==> src/rtl/ir_light_curtain_scanner_top_assert.svh <==
// assertion macros for the light-curtain scanner
`ifndef IR_LIGHT_CURTAIN_SCANNER_TOP_ASSERT_SVH
`define IR_LIGHT_CURTAIN_SCANNER_TOP_ASSERT_SVH

// same-cycle implication, checked outside reset
`define ILCS_ASSERT_IMP(label, ante, cons) \
	label: assert property (@(posedge clk) disable iff (!arst_n) (ante) |-> (cons)) \
		else $error("scanner check failed: same-cycle implication");

// next-cycle implication, checked outside reset
`define ILCS_ASSERT_NXT(label, ante, cons) \
	label: assert property (@(posedge clk) disable iff (!arst_n) (ante) |=> (cons)) \
		else $error("scanner check failed: next-cycle implication");

`endif

==> src/rtl/ilcs_pkg.sv <==
`default_nettype none
package ilcs_pkg;

	localparam int MAX_LEDS   = 32;
	localparam int CH_W       = $clog2(MAX_LEDS);
	localparam int SAMPLE_W   = 10;
	localparam int SUM_W      = 16;
	localparam int NUM_W      = 6;
	localparam int CONE_W     = 2;
	localparam int PHASE_W    = 3;
	localparam int PULSE_W    = 2;
	localparam int CFG_IDX_W  = 2;
	localparam int CFG_DATA_W = 10;

	// phase codes
	localparam logic [PHASE_W-1:0] PH_TUNE1  = 3'd0;
	localparam logic [PHASE_W-1:0] PH_TUNE2  = 3'd1;
	localparam logic [PHASE_W-1:0] PH_NOISE  = 3'd2;
	localparam logic [PHASE_W-1:0] PH_SIGNAL = 3'd3;
	localparam logic [PHASE_W-1:0] PH_RUN    = 3'd4;

	// register indexes
	localparam logic [CFG_IDX_W-1:0] REG_NUM_LEDS  = 2'd0;
	localparam logic [CFG_IDX_W-1:0] REG_CONE_HALF = 2'd1;
	localparam logic [CFG_IDX_W-1:0] REG_MARGIN    = 2'd2;
	localparam logic [CFG_IDX_W-1:0] REG_GAIN_THR  = 2'd3;

	// register reset values
	localparam logic [NUM_W-1:0]      RST_NUM_LEDS  = 6'd24;
	localparam logic [CONE_W-1:0]     RST_CONE_HALF = 2'd2;
	localparam logic [SAMPLE_W-1:0]   RST_MARGIN    = 10'd30;
	localparam logic [SAMPLE_W-1:0]   RST_GAIN_THR  = 10'd512;

	typedef struct packed {
		logic [CH_W-1:0]    next_led;
		logic               sync_level;
		logic [PULSE_W-1:0] sync_pulses;
		logic               high_gain;
		logic [PHASE_W-1:0] phase;
		logic               beam_clear;
		logic               verdict_valid;
		logic [CH_W-1:0]    channel;
	} result_t;

endpackage
`default_nettype wire

==> src/rtl/ilcs_if.sv <==
`default_nettype none
// sample request channel
interface ilcs_sample_if;
	import ilcs_pkg::*;
	logic                valid;
	logic                ready;
	logic [SAMPLE_W-1:0] sample;
	modport source (output valid, output sample, input ready);
	modport sink   (input valid, input sample, output ready);
endinterface

// result request channel
interface ilcs_result_if;
	import ilcs_pkg::*;
	logic               valid;
	logic               ready;
	logic [CH_W-1:0]    next_led;
	logic               sync_level;
	logic [PULSE_W-1:0] sync_pulses;
	logic               high_gain;
	logic [PHASE_W-1:0] phase;
	logic               beam_clear;
	logic               verdict_valid;
	logic [CH_W-1:0]    channel;
	modport source (output valid, output next_led, output sync_level, output sync_pulses,
		output high_gain, output phase, output beam_clear, output verdict_valid,
		output channel, input ready);
	modport sink (input valid, input next_led, input sync_level, input sync_pulses,
		input high_gain, input phase, input beam_clear, input verdict_valid,
		input channel, output ready);
endinterface

// configuration write channel
interface ilcs_cfg_if;
	import ilcs_pkg::*;
	logic                  valid;
	logic                  ready;
	logic [CFG_IDX_W-1:0]  index;
	logic [CFG_DATA_W-1:0] data;
	modport source (output valid, output index, output data, input ready);
	modport sink   (input valid, input index, input data, output ready);
endinterface
`default_nettype wire

==> src/rtl/ir_light_curtain_scanner_top.sv <==
// channel   dir  width  content
// samples   in   10     sample
// results   out  19     next_led sync_level sync_pulses high_gain phase
//                       beam_clear verdict_valid channel
// cfg       in   2+10   index, data (always ready)
//
// one sample per cycle unless both queue entries are full; each sample's result is
// formed in the cycle it is taken and offered from the next cycle out of a two-entry
// output queue, so one result waiting does not stop the next sample
// thresholds live in a 32x16 synchronous memory, read every cycle at the channel of
// the next sample; a write to the same entry is forwarded into the read register
// arst_n clears control state and the registers; the threshold memory is not cleared
// samples stall only while both queue entries are waiting for the consumer
`default_nettype none
`include "ir_light_curtain_scanner_top_assert.svh"
module ir_light_curtain_scanner_top (
	input  wire         clk,
	input  wire         arst_n,
	ilcs_sample_if.sink samples,
	ilcs_result_if.source results,
	ilcs_cfg_if.sink    cfg
);
	import ilcs_pkg::*;

	// configuration registers
	logic [NUM_W-1:0]    num_leds_q;
	logic [CONE_W-1:0]   cone_half_q;
	logic [SAMPLE_W-1:0] margin_q;
	logic [SAMPLE_W-1:0] gain_thr_q;

	// sequencer state
	logic [PHASE_W-1:0]  mode_q;
	logic                gain_q;
	logic [CH_W-1:0]     chan_q;
	logic [CH_W-1:0]     pos_q;
	logic [SUM_W-1:0]    noise_q;
	logic [SUM_W-1:0]    sig_q;

	// threshold memory
	logic [SUM_W-1:0]    thr_mem [MAX_LEDS];
	logic [SUM_W-1:0]    thr_q;
	logic                mem_we;
	logic [SUM_W-1:0]    mem_wdata;
	logic [CH_W-1:0]     rd_addr;

	// output queue
	result_t             ent_q [2];
	logic                wr_ptr_q;
	logic                rd_ptr_q;
	logic [1:0]          cnt_q;

	logic                accept;
	logic                pop;
	result_t             res;

	logic [PHASE_W-1:0]  mode_n;
	logic                gain_n;
	logic [CH_W-1:0]     chan_n;
	logic [CH_W-1:0]     pos_n;
	logic [SUM_W-1:0]    noise_n;
	logic [SUM_W-1:0]    sig_n;
	logic [PULSE_W-1:0]  pulses;
	logic                clear;
	logic                verdict;

	logic [NUM_W-1:0]    n_eff;
	logic [NUM_W-1:0]    n_m1;
	logic [CH_W-1:0]     last;
	logic [SUM_W-1:0]    noise_sum;
	logic [SUM_W-1:0]    sig_sum;
	logic                cone_end;
	logic [NUM_W-1:0]    c_inc;
	logic [CH_W-1:0]     c_adv;

	// first photodiode of a channel's cone
	function automatic logic [CH_W-1:0] cone_start(input logic [CH_W-1:0] c,
			input logic [CONE_W-1:0] h);
		logic [CH_W-1:0] hw;
		hw = {{(CH_W-CONE_W){1'b0}}, h};
		return (c > hw) ? c - hw : '0;
	endfunction

	// last photodiode of a channel's cone, clamped to the last channel
	function automatic logic [CH_W-1:0] cone_stop(input logic [CH_W-1:0] c,
			input logic [CONE_W-1:0] h, input logic [CH_W-1:0] lst);
		logic [CH_W:0] top;
		top = {1'b0, c} + {{(CH_W+1-CONE_W){1'b0}}, h};
		return (top > {1'b0, lst}) ? lst : top[CH_W-1:0];
	endfunction

	assign accept = samples.valid && samples.ready;
	assign pop    = results.valid && results.ready;
	assign samples.ready = (cnt_q != 2'd2);
	assign cfg.ready = 1'b1;

	// effective channel count
	always_comb begin
		if (num_leds_q == '0) begin
			n_eff = NUM_W'(1);
		end else if (num_leds_q > NUM_W'(MAX_LEDS)) begin
			n_eff = NUM_W'(MAX_LEDS);
		end else begin
			n_eff = num_leds_q;
		end
		n_m1 = n_eff - NUM_W'(1);
		last = n_m1[CH_W-1:0];
	end

	// next state and result
	always_comb begin
		noise_sum = noise_q + {{(SUM_W-SAMPLE_W){1'b0}}, samples.sample};
		sig_sum   = sig_q + {{(SUM_W-SAMPLE_W){1'b0}}, samples.sample};
		cone_end  = (pos_q >= cone_stop(chan_q, cone_half_q, last));
		c_inc     = {1'b0, chan_q} + NUM_W'(1);
		c_adv     = (c_inc >= n_eff) ? '0 : c_inc[CH_W-1:0];
		mode_n    = mode_q;
		gain_n    = gain_q;
		chan_n    = chan_q;
		pos_n     = pos_q;
		noise_n   = noise_q;
		sig_n     = sig_q;
		pulses    = '0;
		clear     = 1'b0;
		verdict   = 1'b0;
		mem_we    = 1'b0;
		mem_wdata = sig_sum - noise_q - {{(SUM_W-SAMPLE_W){1'b0}}, margin_q};
		unique case (mode_q)
			PH_TUNE1: begin
				if (samples.sample > gain_thr_q) begin
					pulses  = PULSE_W'(1);
					mode_n  = PH_NOISE;
					chan_n  = '0;
					pos_n   = '0;
					noise_n = '0;
					sig_n   = '0;
				end else begin
					pulses = PULSE_W'(2);
					mode_n = PH_TUNE2;
				end
			end
			PH_TUNE2: begin
				if (samples.sample <= gain_thr_q) gain_n = 1'b1;
				pulses  = PULSE_W'(1);
				mode_n  = PH_NOISE;
				chan_n  = '0;
				pos_n   = '0;
				noise_n = '0;
				sig_n   = '0;
			end
			PH_NOISE: begin
				noise_n = noise_sum;
				if (cone_end) begin
					mode_n = PH_SIGNAL;
					pos_n  = cone_start(chan_q, cone_half_q);
				end else begin
					pos_n = pos_q + CH_W'(1);
				end
			end
			PH_SIGNAL: begin
				sig_n = sig_sum;
				if (cone_end) begin
					mem_we  = 1'b1;
					noise_n = '0;
					sig_n   = '0;
					if (c_inc >= n_eff) begin
						pulses = PULSE_W'(1);
						mode_n = PH_RUN;
						chan_n = '0;
						pos_n  = '0;
					end else begin
						mode_n = PH_NOISE;
						chan_n = c_inc[CH_W-1:0];
						pos_n  = cone_start(c_inc[CH_W-1:0], cone_half_q);
					end
				end else begin
					pos_n = pos_q + CH_W'(1);
				end
			end
			PH_RUN: begin
				if (cone_end) begin
					verdict = 1'b1;
					sig_n   = '0;
					if (sig_sum > thr_q) begin
						clear  = 1'b1;
						pulses = PULSE_W'(1);
						chan_n = c_adv;
					end
					pos_n = cone_start(chan_n, cone_half_q);
				end else begin
					sig_n = sig_sum;
					pos_n = pos_q + CH_W'(1);
				end
			end
			default: begin
				mode_n = PH_TUNE1;
				pos_n  = '0;
			end
		endcase
		res.next_led      = pos_n;
		res.sync_level    = (mode_n != PH_NOISE);
		res.sync_pulses   = pulses;
		res.high_gain     = gain_n;
		res.phase         = mode_n;
		res.beam_clear    = clear;
		res.verdict_valid = verdict;
		res.channel       = chan_n;
		rd_addr = accept ? chan_n : chan_q;
	end

	// configuration writes
	always_ff @(posedge clk or negedge arst_n) begin
		if (!arst_n) begin
			num_leds_q  <= RST_NUM_LEDS;
			cone_half_q <= RST_CONE_HALF;
			margin_q    <= RST_MARGIN;
			gain_thr_q  <= RST_GAIN_THR;
		end else if (cfg.valid && cfg.ready) begin
			unique case (cfg.index)
				REG_NUM_LEDS:  num_leds_q  <= cfg.data[NUM_W-1:0];
				REG_CONE_HALF: cone_half_q <= cfg.data[CONE_W-1:0];
				REG_MARGIN:    margin_q    <= cfg.data;
				REG_GAIN_THR:  gain_thr_q  <= cfg.data;
				default: ;
			endcase
		end
	end

	// sequencer state update
	always_ff @(posedge clk or negedge arst_n) begin
		if (!arst_n) begin
			mode_q  <= PH_TUNE1;
			gain_q  <= 1'b0;
			chan_q  <= '0;
			pos_q   <= '0;
			noise_q <= '0;
			sig_q   <= '0;
		end else if (accept) begin
			mode_q  <= mode_n;
			gain_q  <= gain_n;
			chan_q  <= chan_n;
			pos_q   <= pos_n;
			noise_q <= noise_n;
			sig_q   <= sig_n;
		end
	end

	// threshold memory with write forwarding into the read register
	always_ff @(posedge clk) begin
		if (accept && mem_we) thr_mem[chan_q] <= mem_wdata;
		if (accept && mem_we && (chan_q == rd_addr)) begin
			thr_q <= mem_wdata;
		end else begin
			thr_q <= thr_mem[rd_addr];
		end
	end

	// output queue payload
	always_ff @(posedge clk) begin
		if (accept) ent_q[wr_ptr_q] <= res;
	end

	// output queue control
	always_ff @(posedge clk or negedge arst_n) begin
		if (!arst_n) begin
			wr_ptr_q <= 1'b0;
			rd_ptr_q <= 1'b0;
			cnt_q    <= '0;
		end else begin
			if (accept) wr_ptr_q <= ~wr_ptr_q;
			if (pop) rd_ptr_q <= ~rd_ptr_q;
			case ({accept, pop})
				2'b10:   cnt_q <= cnt_q + 2'd1;
				2'b01:   cnt_q <= cnt_q - 2'd1;
				default: cnt_q <= cnt_q;
			endcase
		end
	end

	assign results.valid         = (cnt_q != 2'd0);
	assign results.next_led      = ent_q[rd_ptr_q].next_led;
	assign results.sync_level    = ent_q[rd_ptr_q].sync_level;
	assign results.sync_pulses   = ent_q[rd_ptr_q].sync_pulses;
	assign results.high_gain     = ent_q[rd_ptr_q].high_gain;
	assign results.phase         = ent_q[rd_ptr_q].phase;
	assign results.beam_clear    = ent_q[rd_ptr_q].beam_clear;
	assign results.verdict_valid = ent_q[rd_ptr_q].verdict_valid;
	assign results.channel       = ent_q[rd_ptr_q].channel;

	// checks
	`ILCS_ASSERT_IMP(a_queue_bound, 1'b1, cnt_q <= 2'd2)
	`ILCS_ASSERT_IMP(a_write_in_signal, accept && mem_we, mode_q == PH_SIGNAL)
	`ILCS_ASSERT_IMP(a_verdict_in_run, accept && res.verdict_valid, mode_q == PH_RUN)
	`ILCS_ASSERT_NXT(a_full_after_push, accept && !pop && cnt_q == 2'd1, !samples.ready)

endmodule
`default_nettype wire

==> src/flat_wrapper.sv <==
// flat-port wrapper written by rule: the top's interface ports become plain ports
module ir_light_curtain_scanner_top_flat import ilcs_pkg::*;
  (clk, arst_n, samples_valid, samples_sample, samples_ready, results_valid, results_next_led, results_sync_level, results_sync_pulses, results_high_gain, results_phase, results_beam_clear, results_verdict_valid, results_channel, results_ready, cfg_valid, cfg_index, cfg_data, cfg_ready);
  ilcs_sample_if samples_i ();
  ilcs_result_if results_i ();
  ilcs_cfg_if cfg_i ();
  input  wire clk;
  input  wire arst_n;
  input wire logic [$bits(samples_i.valid)-1:0] samples_valid;
  input wire logic [$bits(samples_i.sample)-1:0] samples_sample;
  output wire logic [$bits(samples_i.ready)-1:0] samples_ready;
  output wire logic [$bits(results_i.valid)-1:0] results_valid;
  output wire logic [$bits(results_i.next_led)-1:0] results_next_led;
  output wire logic [$bits(results_i.sync_level)-1:0] results_sync_level;
  output wire logic [$bits(results_i.sync_pulses)-1:0] results_sync_pulses;
  output wire logic [$bits(results_i.high_gain)-1:0] results_high_gain;
  output wire logic [$bits(results_i.phase)-1:0] results_phase;
  output wire logic [$bits(results_i.beam_clear)-1:0] results_beam_clear;
  output wire logic [$bits(results_i.verdict_valid)-1:0] results_verdict_valid;
  output wire logic [$bits(results_i.channel)-1:0] results_channel;
  input wire logic [$bits(results_i.ready)-1:0] results_ready;
  input wire logic [$bits(cfg_i.valid)-1:0] cfg_valid;
  input wire logic [$bits(cfg_i.index)-1:0] cfg_index;
  input wire logic [$bits(cfg_i.data)-1:0] cfg_data;
  output wire logic [$bits(cfg_i.ready)-1:0] cfg_ready;
  assign samples_i.valid = samples_valid;
  assign samples_i.sample = samples_sample;
  assign samples_ready = samples_i.ready;
  assign results_valid = results_i.valid;
  assign results_next_led = results_i.next_led;
  assign results_sync_level = results_i.sync_level;
  assign results_sync_pulses = results_i.sync_pulses;
  assign results_high_gain = results_i.high_gain;
  assign results_phase = results_i.phase;
  assign results_beam_clear = results_i.beam_clear;
  assign results_verdict_valid = results_i.verdict_valid;
  assign results_channel = results_i.channel;
  assign results_i.ready = results_ready;
  assign cfg_i.valid = cfg_valid;
  assign cfg_i.index = cfg_index;
  assign cfg_i.data = cfg_data;
  assign cfg_ready = cfg_i.ready;
  ir_light_curtain_scanner_top u_core (.clk(clk), .arst_n(arst_n), .samples(samples_i), .results(results_i), .cfg(cfg_i));
endmodule
==> config.mk <==
export PLATFORM = sky130hd
export DESIGN_NAME = ir_light_curtain_scanner_top_flat
export DESIGN_NICKNAME = d
export VERILOG_FILES = /design/src/rtl/ilcs_pkg.sv /design/src/rtl/ilcs_if.sv /design/src/rtl/ir_light_curtain_scanner_top.sv /design/src/flat_wrapper.sv
export VERILOG_INCLUDE_DIRS = /design/src /design/src/rtl
export SDC_FILE = /design/constraint.sdc
export NUM_CORES = 1
export LEC_CHECK = 0
export BUFFER_PORTS_ARGS = -buffer_cell sky130_fd_sc_hd__buf_4
export CAP_MARGIN = 40
export CORE_MARGIN = 2
export CORE_UTILIZATION = 40
export CTS_BUF_LIST = sky130_fd_sc_hd__clkbuf_8
export DETAILED_ROUTE_END_ITERATION = 6
export REMOVE_ABC_BUFFERS = 1
export SYNTH_ARGS = -nofsm -noshare
export SYNTH_HDL_FRONTEND = slang
export SYNTH_SLANG_ARGS = --single-unit
==> constraint.sdc <==
create_clock -name clk -period 6.7 [get_ports clk]
set_clock_uncertainty 0.05 [all_clocks]
set_input_delay 0 -clock clk [delete_from_list [all_inputs] [get_ports clk]]
set_output_delay 0 -clock clk [all_outputs]
set_load 0.01 [all_outputs]
==> results of run 1 <==
worst register-to-register path, stage by stage, from the launching register on:
cell and delay, ps:
dfstp_2 380, nor4_1 290, nor2_1 70, nor2_1 210, inv_1 110, ha_1 330
ha_1 320, nor2b_1 130, o21ai_0 160, nand2b_1 70, a21oi_1 150, nor2b_1 70
o22ai_1 210, o31ai_1 230, mux2i_1 190, ha_1 310, nand2b_1 90, a211oi_1 90
o31ai_2 690, nor2_1 130, or4_1 860, a22oi_1 350, nand2_1 70, dlygate4sd3_1 550
cells in the mapped netlist, drive strengths merged (12+ instances only):
library cell	n	area, um^2
nand4	12	75.1
nor2	72	270
clkbuf	41	154
o21ai	58	294
fa	16	320
xor2	19	166
inv	89	334
buf	25	123
a21o	15	113
o31ai	23	178
nand2	96	360
ha	96	1200
nor2b	15	93.8
mux4	160	3600
nand2b	14	87.6
nand3	25	125
nor3	19	95.1
mux2i	19	190
dfrtp	70	1750
edfxtp	550	16500
mux2	49	552
xnor2	38	333
a21oi	53	265
cell usage in the layout, fill, tap and decap left out, types with 11 or more instances in the layout:
master,n
o31ai_1,21
clkbuf_8,106
nand2_1,96
ha_1,96
nor3_1,19
mux2_2,49
nor2_1,38
edfxtp_1,550
mux2i_1,19
fa_1,16
o21ai_0,53
xor2_1,16
clkinv_1,21
buf_4,112
nand3_1,25
nand2b_1,14
clkinv_2,11
nand4_1,12
xnor2_1,28
nor2b_1,15
inv_1,135
dlygate4sd3_1,39
a21o_1,15
a21oi_1,53
dfrtp_1,70
mux4_2,160
nor2_2,34
flip-flops by register name, summed over array words and instances, names as in the netlist, named ones only:
name	cells
u_core.thr_mem	512
u_core.ent_q	38
u_core.noise_q	16
u_core.sig_q	16
u_core.gain_thr_q	10
u_core.margin_q	10
u_core.num_leds_q	6
u_core.chan_q	5
u_core.pos_q	5
u_core.mode_q	3
u_core.cnt_q	2
u_core.cone_half_q	2
u_core.gain_q	1
u_core.rd_ptr_q	1
u_core.wr_ptr_q	1
per-layer routing:
metal	vias up	track usage, %	routed length (um)
met5	-	0	0
met4	0	6.60	1670
met3	103	3.51	3850
met2	459	32.0	34900
met1	8255	24.9	28900
li1	7150	-	-
final cells by class:
type / count / area (um^2) / share of cell area, %
Multi-Input combinational cell: 920 / 9500 / 28.8
Clock buffer: 106 / 1460 / 4.42
Sequential cell: 633 / 18600 / 56.3
Antenna cell: 1 / 2.50 / 0.00758
Tap cell: 940 / 1180 / 3.56
Inverter: 91 / 342 / 1.03
Timing Repair Buffer: 164 / 1480 / 4.47
Clock inverter: 86 / 485 / 1.47
cell families after synthesis:
logic type               synth area share [%]
AND/OR/NAND/NOR                          4.61
buffers and inverters                    2.17
flip-flops                               65.2
AO/OA/AOI/OAI                            5.59
adder cells (fa/ha/maj)                  5.34
XOR/XNOR                                 1.83
other                                  0.0132
multiplexers                             15.3
final timing paths:
check	start	end	slack, ps
min	cfg_data[2]	u_core.margin_q[2]	50
max	u_core.num_leds_q[3]	u_core.noise_q[10]	420
min in group asynchronous	arst_n	u_core.noise_q[5]	300
min reg2reg	u_core.sig_q[2]	u_core.sig_q[2]	440
max reg2reg	u_core.num_leds_q[3]	u_core.noise_q[10]	420
max in group asynchronous	arst_n	u_core.cone_half_q[1]	5920
through the flow:
| step | TNS (ps) | instances |
|---|---|---|
| floorplan | -95700 | 1644 |
| detailed placement | 0 | 2708 |
| CTS | 0 | 2940 |
| global placement | 0 | 2700 |
| global route | 0 | 2941 |
| finish | 0 | 2941 |
==> key figures, run 1 <==
Worst setup path
  • Crit end category: flop
  • CP max stage delay: 860 ps
  • WP data required: about 7200 ps
  • Arrival time of the worst setup path: between 6000 and 7000 ps
  • Crit path cell chain: nor4_1, nor2_1, nor2_1, inv_1, ha_1, ha_1, nor2b_1, o21ai_0, nand2b_1, a21oi_1, nor2b_1, o22ai_1, o31ai_1, mux2i_1, ha_1, nand2b_1, a211oi_1, o31ai_2, nor2_1, or4_1, a22oi_1, nand2_1, dlygate4sd3_1
  • CP Class: flop to flop
  • Critical path fanouts, max: 25
  • Crit-path slowest cell: or4_1
  • Setup crit start kind: flop
  • CP bufs+invs: 2
  • Critical path depth: 23
  • Top cell family by delay on the critical path: simple AND/OR/NAND/NOR gates
  • Reg2reg path depth: 23

Route
  • Number of vias per cell: between 5 and 6
  • DRT Pass-1 Iters: 7
  • Post-route ant nets: 0
  • 1st-iter DRT viols: ~1.4k
  • Drc violations: 0
  • Routed length per instance: between 20 and 25 um
  • Final wirelength: 69.4 mm
  • Total number of vias: about 16k

Synth
  • YS warnings: 0
  • Fraction of registers with async set/reset: between 10% and 20%
  • FF+latch count, synth: 633
  • EDFF count, synth: 550
  • Mean post-synth cell area: 16.7 um^2
  • Count of unique library cells instantiated by Yosys: 74
  • Mapped Area: about 28000 um^2
  • Main flop type after synthesis: edfxtp_1
  • Sequential share of the synthesized area: between 60 and 70%
  • Syn Inst Count: around 1.7k

Worst hold path
  • Hold Path Class: input port to flop
  • Worst Hold Depth: 3

STA
  • Fin crit period: 6280 ps
  • Slew Limit Fails: 0
  • Achievable Freq: between 150 and 200 MHz
  • Setup Viol. Count Final: 0
  • RSZ-0062 raised after global routing: false
  • Fin. Hold Viols: 0
  • Slew HR: a little under two fifths
  • Slew @ Worst Pin: 930 ps
  • Fin crit share: roughly 94%
  • Final WS setup: 424 ps
  • Worst hold slack: between 50 and 60 ps

Run
  • Max_cap viols: 0

Die
  • Die area: roughly 73000 um^2
  • Rows: slightly below 100
  • Initial Util: around 41%
  • I/O pins: approximately 50
  • DIE HEIGHT: 271 um
  • CORE AREA: about 70000 um^2
  • Die Width: between 200 and 300 um

Clock tree
  • Clock Path Buffers: 3
  • Clock sinks: around 630
  • H-Tree Depth: 3
  • CTS Buf Count: 104
  • CTS tree: built
  • Root buffer cell: clkbuf_8
  • Worst-path clk slew: approximately 70 ps
  • Hold Buf Count CTS: 40
  • Clk_lat worst skew: between 700 and 800 ps
  • CTS resizes: 0
  • # Post-CTS Setup Buffers: 0

Global route
  • Initial antenna violation count: 1
  • Largest net degree at the start of global routing: 56
  • GRT Residual Overflow: 0
  • GRT Total Usage: a little under a fifth
  • First-pass GRT wire length: 104 mm
  • Vias in the first global route: roughly 17k

Final layout
  • Final Cell Area: around 33000 um^2
  • Share of layout cells above drive strength 1: between 20% and 30%
  • Fill count: approximately 6k
  • Final nets: between 2k and 2.5k
  • Final Util: 47.0%
  • Area growth syn-to-layout: 15.9%

Place
  • DP Worst Slack: around 870 ps
  • Detailed placement HPWL: around 43 mm
  • Port Buf Inserts: between 40 and 50
  • Placed inst area: slightly above 30000 um^2
  • RD Place Congestion: just under 0.9

Run status
  • Status: finished clean
Power of run 1 is left out: the tool's default activity adds up to more than one toggle a clock period on the data nets, which glitch-free logic cannot reach.
==> run 2, diff against run 1 <==
--- a/config.mk
+++ b/config.mk
@@ -6,6 +6,7 @@
 export SDC_FILE = /design/constraint.sdc
 export NUM_CORES = 1
 export LEC_CHECK = 0
+export ABC_AREA = 1
 export BUFFER_PORTS_ARGS = -buffer_cell sky130_fd_sc_hd__buf_4
 export CAP_MARGIN = 40
 export CORE_MARGIN = 2
==> run 2 against run 1 <==
  * Non-clock buffer count fell by 9
  * Final cell count increased by 27%
  * Count of clock-buffer cells in the layout rose by 3
  * Worst hold slack improved by 30 ps
  * Critical path depth rose by 1
  * Utilization shrank 0.73 points
  * Highest routed layer is now met5
==> key figures, run 2 <==
Synth
  • Main flop type after synthesis: edfxtp_1
  • Yosys top cell area share: 56.9% (-1.1 points)
  • Syn Inst Count: 2562 (+50%)
  • YS warnings: 0 (unchanged)
  • Area leader, netlist: edfxtp_1
  • Cell with the most instances after synthesis: edfxtp_1
  • EDFF count, synth: 550 (unchanged)
  • Fraction of registers with async set/reset: 12.3% (unchanged)
  • Mean post-synth cell area: 11.3 um^2 (-32%)
  • Count of unique library cells instantiated by Yosys: 59 (-20%)
  • Top post-synthesis cells by area: edfxtp_1 57%, dfrtp_1 6.0%, o21ai_0 6.0%
  • Mapped Area: 29000 um^2 (+1.9%)
  • FF+latch count, synth: 633 (unchanged)
  • Synth top cells by count: 550 x edfxtp_1, 376 x nor2_1, 349 x o21ai_0
  • Sequential share of the synthesized area: 64.0% (-1.2 points)

Die
  • I/O pins: 49 (unchanged)
  • Die area: 74800 um^2 (+1.9%)
  • CORE AREA: 71700 um^2 (+2.1%)
  • DIE HEIGHT: 273 um (+0.93%)
  • Die Width: 273 um (+0.93%)
  • Rows: 98 (+1.0%)
  • Initial Util: 40.5% (-0.074 points)

Run status
  • Status: finished clean

Route
  • Post-route ant nets: 0 (unchanged)
  • Final wirelength: 81.5 mm (+17%)
  • Total number of vias: 20.5k (+28%)
  • 1st-iter DRT viols: 1781 (+25%)
  • DRT Pass-1 Iters: 6 (-1)
  • Routed length per instance: 21.8 um (-7.4%)
  • Drc violations: 0 (unchanged)
  • Number of vias per cell: 5.49 (+1.2%)

STA
  • Setup TNS: 0 ps (unchanged)
  • Fin crit period: 5490 ps (-786 ps)
  • Slew @ Worst Pin: 822 ps (-108 ps)
  • Setup Viol. Count Final: 0 (unchanged)
  • Fin. Hold Viols: 0 (unchanged)
  • Fin crit share: 81.9% (-12 points)
  • Achievable Freq: 182 MHz (+14%)
  • Slew Limit Fails: 0 (unchanged)
  • Slew HR: 44.6% (+6.6 points)
  • RSZ-0062 raised after global routing: false

Run
  • Max_cap viols: 0 (unchanged)

Worst setup path
  • CP Class: flop to flop
  • WP data required: 7010 ps (-210 ps)
  • Arrival time of the worst setup path: 5800 ps (-1000 ps)
  • Setup crit start kind: flop
  • Critical path fanouts, max: 16 (-36%)
  • Crit end category: flop

Global route
  • Initial antenna violation count: 2 (+1)
  • Vias in the first global route: 20.5k (+24%)
  • Largest net degree at the start of global routing: 153 (+170%)
  • GRT Residual Overflow: 0 (unchanged)
  • First-pass GRT wire length: 123 mm (+18%)
  • GRT Total Usage: 21.7% (+2.6 points)

Place
  • RD Place Congestion: 0.873 (+0.82%)
  • Port Buf Inserts: 47 (unchanged)
  • Detailed placement HPWL: 50.4 mm (+17%)
  • Placed inst area: 30900 um^2 (+0.63%)
  • Placed cell count: 3506 (+29%)

Clock tree
  • Worst-path clk slew: 60 ps (about the same)
  • Clk_lat worst skew: 730 ps (about the same)
  • Root buffer cell: clkbuf_8
  • CTS Buf Count: 104 (unchanged)
  • Clock Path Buffers: 3 (unchanged)
  • H-Tree Depth: 3 (unchanged)
  • CTS resizes: 0 (unchanged)
  • Clock sinks: 633 (unchanged)
  • CTS tree: built

Final layout
  • Share of layout cells above drive strength 1: 12.1% (-15 points)
  • Fill count: 6550 (+9.6%)
  • Final nets: 2837 (+38%)
  • Area growth syn-to-layout: 14.3%
  • Final Cell Area: 33200 um^2 (+0.50%)
  • Biggest register: u_core.thr_mem
  • Finished Layout Cells: 3731 (+27%)
  • Commonest non-fill, non-tap cell in the layout: edfxtp_1
  • Max FFs per register: 512 (unchanged)
  • Most frequent cells in the layout: 550 x edfxtp_1, 367 x nor2_1, 349 x o21ai_0
  • Top Registers: u_core.thr_mem (512), u_core.ent_q (38)

Worst hold path
  • Hold Path Class: input port to flop
run 2: per-layer routing:
metal  track usage, %  vias up  part of all wire, %
li1                 -     9503                    -
met1             28.7    10085                   42
met2             35.8      772                   48
met3             4.61      137                  8.1
met4             6.74        2                  2.8
met5                0        -               0.0098
run 2: kinds of logic after synthesis:
family	Yosys count	synth area share, %
xor+xnor	49	1.53
flops	633	64.0
fa+ha+maj	112	5.24
compound gates	642	13.4
simple gates	815	11.6
other cells	1	0.0129
buf+inv	310	4.24
run 2: cell type report:
cell class	count	area, um^2	area share (%)
diodes	1	2.50	0.00754
clock buffers	109	1500	4.52
flip-flops and latches	633	18600	56.0
inverters	185	716	2.16
repair buffers	155	1370	4.12
well taps	950	1190	3.58
clock inverters	79	454	1.37
multi-input cells	1619	9380	28.2
run 2: worst paths after layout:
path	to	cells after the start	startpoint	slack [ps]
worst min-delay path	u_core.gain_thr_q[3]	4	cfg_data[3]	80
max in group asynchronous	u_core.sig_q[8]	4	arst_n	5560
min in group asynchronous	u_core.mode_q[0]	4	arst_n	270
worst max-delay path	u_core.thr_mem[27][5]	24	u_core.cone_half_q[1]	1210
worst min register to register	u_core.sig_q[4]	2	u_core.sig_q[4]	440
worst max register to register	u_core.thr_mem[27][5]	24	u_core.cone_half_q[1]	1210
run 2: per-stage QoR:
stage | utilization [%] | hold WS, ps | worst slack, ps
2_1_floorplan | - | -346 | -5670
3_3_place_gp | 42.9 | -124 | 1350
3_5_place_dp | 43.0 | -116 | 1230
4_1_cts | 46.3 | 27.7 | 1210
5_1_grt | 46.3 | 63.0 | 767
6_report | 46.3 | 81.0 | 1210
run 2: critical path, cell delays in order, from the launching register on:
cell,delay [ps]
dfstp_2,610
inv_1,120
ha_1,300
inv_1,70
a21oi_1,50
nor2_1,160
xor2_1,240
inv_1,70
ha_1,290
nand2_1,70
o21ai_0,190
a21oi_1,90
o21ai_1,420
o21ai_0,170
ha_1,340
nand2_1,80
o21a_1,190
nand3_2,160
inv_2,110
nor2_2,200
inv_1,130
nor2_2,190
nand2_1,270
nor2_1,180
buf_4,350
run 2: what timing repair did:
item,4_1_cts,5_1_grt
hold buffers,36,0
hold endpoints to repair,138,0
buffers inserted,0,0
Power of run 2 is left out for the same reason.
